--- config.mk ---
export PLATFORM = sky130hd
export DESIGN_NAME = lfss_ram
export DESIGN_NICKNAME = d
export VERILOG_FILES = /design/src/design/lfss_ram.sv
export SDC_FILE = /design/constraint.sdc
export NUM_CORES = 1
export LEC_CHECK = 0
export BUFFER_PORTS_ARGS = -buffer_cell sky130_fd_sc_hd__buf_2
export CAP_MARGIN = 25
export CORE_UTILIZATION = 38
export CTS_CLUSTER_SIZE = 12
export DETAILED_ROUTE_END_ITERATION = 7
export GPL_TIMING_DRIVEN = 0
export PLACE_DENSITY_LB_ADDON = 0.1
export SLEW_MARGIN = 20
export SYNTH_ARGS = -nofsm -noshare
export SYNTH_HDL_FRONTEND = slang
export SYNTH_SLANG_ARGS = --single-unit
--- constraint.sdc ---
create_clock -name clk -period 3.1 [get_ports clk]
set_clock_uncertainty 0.15 [all_clocks]
set_input_delay 0.155 -clock clk [delete_from_list [all_inputs] [get_ports clk]]
set_output_delay 0.155 -clock clk [all_outputs]
set_load 0.02 [all_outputs]
--- src/design/lfss_ram.sv ---
`default_nettype none
module lfss_ram #(
  parameter int WIDTH = 8,
  parameter int DEPTH = 16
) (
  input  wire logic                     clk,
  input  wire logic                     we,
  input  wire logic [$clog2(DEPTH)-1:0] waddr,
  input  wire logic [WIDTH-1:0]         wdata,
  input  wire logic [$clog2(DEPTH)-1:0] raddr,
  output logic      [WIDTH-1:0]         rdata
);
  logic [WIDTH-1:0] mem [DEPTH];

  always_ff @(posedge clk) begin
    if (we) begin
      mem[waddr] <= wdata;
    end
    rdata <= mem[raddr];
  end
endmodule
`default_nettype wire

==> Implementation_results.wiki <==
{| class="wikitable"
! Metric !! Value
|-
| Final Max Slew Viols || 0
|-
| Pre-CTS setup slack || 0.971 ns
|-
| Unrepaired setup endpoints after global routing || no
|-
| Initial detailed-routing violation count || 218
|-
| Worst Setup Path Type || register to register
|-
| Maximum number of buffers from clock root to sink || 2
|-
| GRT Total Usage || 0.164
|-
| Design Power || 0.00408 W
|-
| Number of cell rows || 42
|-
| Number of diodes added for antenna fixing || 0
|-
| Layout-stage area growth over the synthesis result || 17.6%
|-
| Drt total wl || 10400 um
|-
| Most instantiated library cell after synthesis || sky130_fd_sc_hd__edfxtp_1
|-
| Setup violation total in the final timing report || 0
|-
| Clock-pin slew reported for the worst setup and hold paths after clock tree synthesis || 0.05 ns
|-
| FMAX || 610 MHz
|-
| Die ar. || 0.0140 mm^2
|-
| Resize count post-CTS || 0
|-
| Remaining global-route overflow || 0
|-
| EDFF count, synth || 128
|-
| Most used flip-flop cell after synthesis || sky130_fd_sc_hd__edfxtp_1
|-
| Number of warnings reported in the yosys synthesis log || 0
|-
| Ys async rst share || 0
|-
| Final layout net count || 291
|-
| Initial core utilization || 0.389
|-
| Power per unit of standard cell area || 674 mW/mm^2
|-
| Register area share after synthesis || 0.778
|-
| Slew headroom || 0.427
|-
| Number of instances in the synthesized netlist || 229
|-
| Worst Hold Launch || wdata[7]
|-
| Count of cell types in the netlist || 19
|-
| Die height || 118 um
|-
| Crit Reg-Reg Startpoint || mem[2][3]$_DFFE_PP_
|-
| Post-detailed-route DRC marker count || 0
|-
| Antenna violations before repair || 0
|-
| Top cell types by occurrence after synthesis || 128 x sky130_fd_sc_hd__edfxtp_1, 18 x sky130_fd_sc_hd__mux4_2, 16 x sky130_fd_sc_hd__a22oi_1
|-
| Class of the tightest hold or removal check || input port to register
|-
| Worst Max-Slew Pin Slew || 0.856 ns
|-
| Routed wirelength normalized by instance count || 22.5 um
|-
| Buffer cell driving the clock tree root || sky130_fd_sc_hd__clkbuf_16
|-
| Flip-flop and latch count after synthesis || 136
|-
| Required time reported for the critical path endpoint || 3.23 ns
|-
| Final critical-path required period || 1.64 ns
|-
| CTS tree || yes
|-
| Count of antenna-violating nets left after detailed routing || 0
|-
| Area inside the core boundary || 0.0132 mm^2
|-
| Cell area after technology mapping || 0.00515 mm^2
|-
| Endpoints failing hold || 0
|-
| Clock latency of the later-clocked register in the worst-skew pair || 0.41 ns
|-
| Count of input and output buffers || 24
|-
| Run status || complete, no violations
|-
| Number of sinks handled by clock tree synthesis || 136
|-
| Total of max-cap violations || 0
|-
| Worst endpoint data arrival time || 1.77 ns
|-
| Post-synth top area share || 0.747
|-
| Setup Buffers After CTS || 0
|-
| Proportion of layout cells with a drive suffix above 1 || 0.287
|-
| Leakage power of the design || 2.01 nW
|-
| Sequential cell area || 0.00400 mm^2
|-
| Slack of the critical path || 1.46 ns
|-
| Number of global-route vias before repair || 2387
|-
| Post-Syn Area per Cell || 22.5 um^2
|-
| Placed Instances || 429
|-
| Boundary pin count || 26
|-
| Hold-fix buffers at CTS || 1
|-
| Setup_tns || 0 ns
|-
| Post-synthesis net count || 247
|-
| Deepest level of the CTS H-tree || 4
|-
| Dominant cells by area after synthesis || sky130_fd_sc_hd__edfxtp_1 75%, sky130_fd_sc_hd__mux4_2 7.9%, sky130_fd_sc_hd__mux4_1 7.1%, sky130_fd_sc_hd__dfxtp_1 3.1%, sky130_fd_sc_hd__a22oi_1 2.3%
|-
| Via density per instance || 4.97
|-
| Maximum number of pins on one net before global-route repair || 17
|-
| Final cycle utilization of the critical path || 0.529
|-
| Floorplan die width || 118 um
|-
| Routed vias || 2298
|-
| Layout Cells excl Fill || 462
|-
| Crit. End Element || register
|-
| GPL Wtd Cong || 0.707
|-
| Leading area contributor after synthesis || sky130_fd_sc_hd__edfxtp_1
|-
| Post-detailed-placement half-perimeter wirelength || 6670 um
|-
| Worst Path Max Fanout || 1
|-
| CP Launch Point || mem[2][3]$_DFFE_PP_
|-
| Peak VDD IR || 580 uV
|-
| First-pass GRT wire length || 15500 um
|-
| Startpoint type of the worst setup path || register
|-
| Number of detailed-routing iterations run before antenna repair || 4
|-
| Final-layout fill cell count || 1158
|-
| CTS Buf Count || 17
|-
| Multi-input gate area in the final layout || 0.00108 mm^2
|}
[through the flow]
stage / area, um^2 / util / hold WS, ns
after floorplan: 5150 / - / 0.104
after global placement: 5490 / 0.414 / 0.422
after detailed placement: 5510 / 0.416 / 0.423
after CTS: 6050 / 0.457 / 0.00267
after global routing: 6050 / 0.457 / 0.0135
final: 6050 / 0.457 / 0.0150
[worst paths after layout]
kind         cells after the start  slack (ns)                  end
max                              3        1.46     rdata[3]$_DFF_P_
min                              1        0.02  mem[2][7]$_DFFE_PP_
max reg2reg                      3        1.46     rdata[3]$_DFF_P_
min reg2reg                      3        0.54     rdata[5]$_DFF_P_
[report_power, final]
part | internal, W | total (W) | switching, W
Clock | 0.00113 | 0.00180 | 0.000672
Combinational | 0.0000827 | 0.000213 | 0.000130
Sequential | 0.00206 | 0.00207 | 0.0000104
Total | 0.00327 | 0.00408 | 0.000812
[layout by cell type (no fill, tap or decap), types with 2 or more instances in the layout]
cell | synthesis | final
sky130_fd_sc_hd__clkbuf_1 | 0 | 7
sky130_fd_sc_hd__a22oi_1 | 16 | 16
sky130_fd_sc_hd__clkdlybuf4s25_2 | 3 | 3
sky130_fd_sc_hd__edfxtp_1 | 128 | 128
sky130_fd_sc_hd__nand3b_1 | 2 | 2
sky130_fd_sc_hd__buf_2 | 3 | 27
sky130_fd_sc_hd__nand2_1 | 9 | 9
sky130_fd_sc_hd__nor3_2 | 0 | 4
sky130_fd_sc_hd__nor2_1 | 13 | 13
sky130_fd_sc_hd__mux4_1 | 14 | 14
sky130_fd_sc_hd__mux4_2 | 18 | 18
sky130_fd_sc_hd__clkinv_2 | 0 | 3
sky130_fd_sc_hd__clkbuf_16 | 0 | 17
sky130_fd_sc_hd__clkbuf_8 | 0 | 5
sky130_fd_sc_hd__buf_6 | 3 | 3
sky130_fd_sc_hd__dfxtp_1 | 8 | 8
sky130_fd_sc_hd__nand2b_1 | 2 | 2
[per-layer routing]
layer	track usage	wire length, um	up-vias
met3	0.0449	352	2
met5	0	0	-
met1	0.232	5110	1186
met4	0.0570	41	0
li1	-	-	1063
met2	0.244	4910	47
[cell families after synthesis]
logic type	after synthesis	share of synthesized area
flops	136	0.778
simple gates	35	0.0318
mux	32	0.150
compound gates	16	0.0233
buf+inv	10	0.0168
[critical path, cell delays in order, from the launching register on]
cell                       delay (ns)
sky130_fd_sc_hd__edfxtp_1        0.35
sky130_fd_sc_hd__mux4_1          0.54
sky130_fd_sc_hd__a22oi_1         0.38
sky130_fd_sc_hd__nand2_1         0.09
[state kept, by name, summed over array words and instances (netlist names)]
signal,flops
mem,128
rdata,8
[final cells by class]
cell class                      count  share of cell area
Tap cell                          176              0.0364
Clock buffer                       29              0.0860
Clock inverter                      3             0.00248
Timing Repair Buffer               25              0.0215
Buffer                             10              0.0143
Sequential cell                   136               0.661
Multi-Input combinational cell     83               0.178
Note: power is estimated with default switching activity, not from simulation.
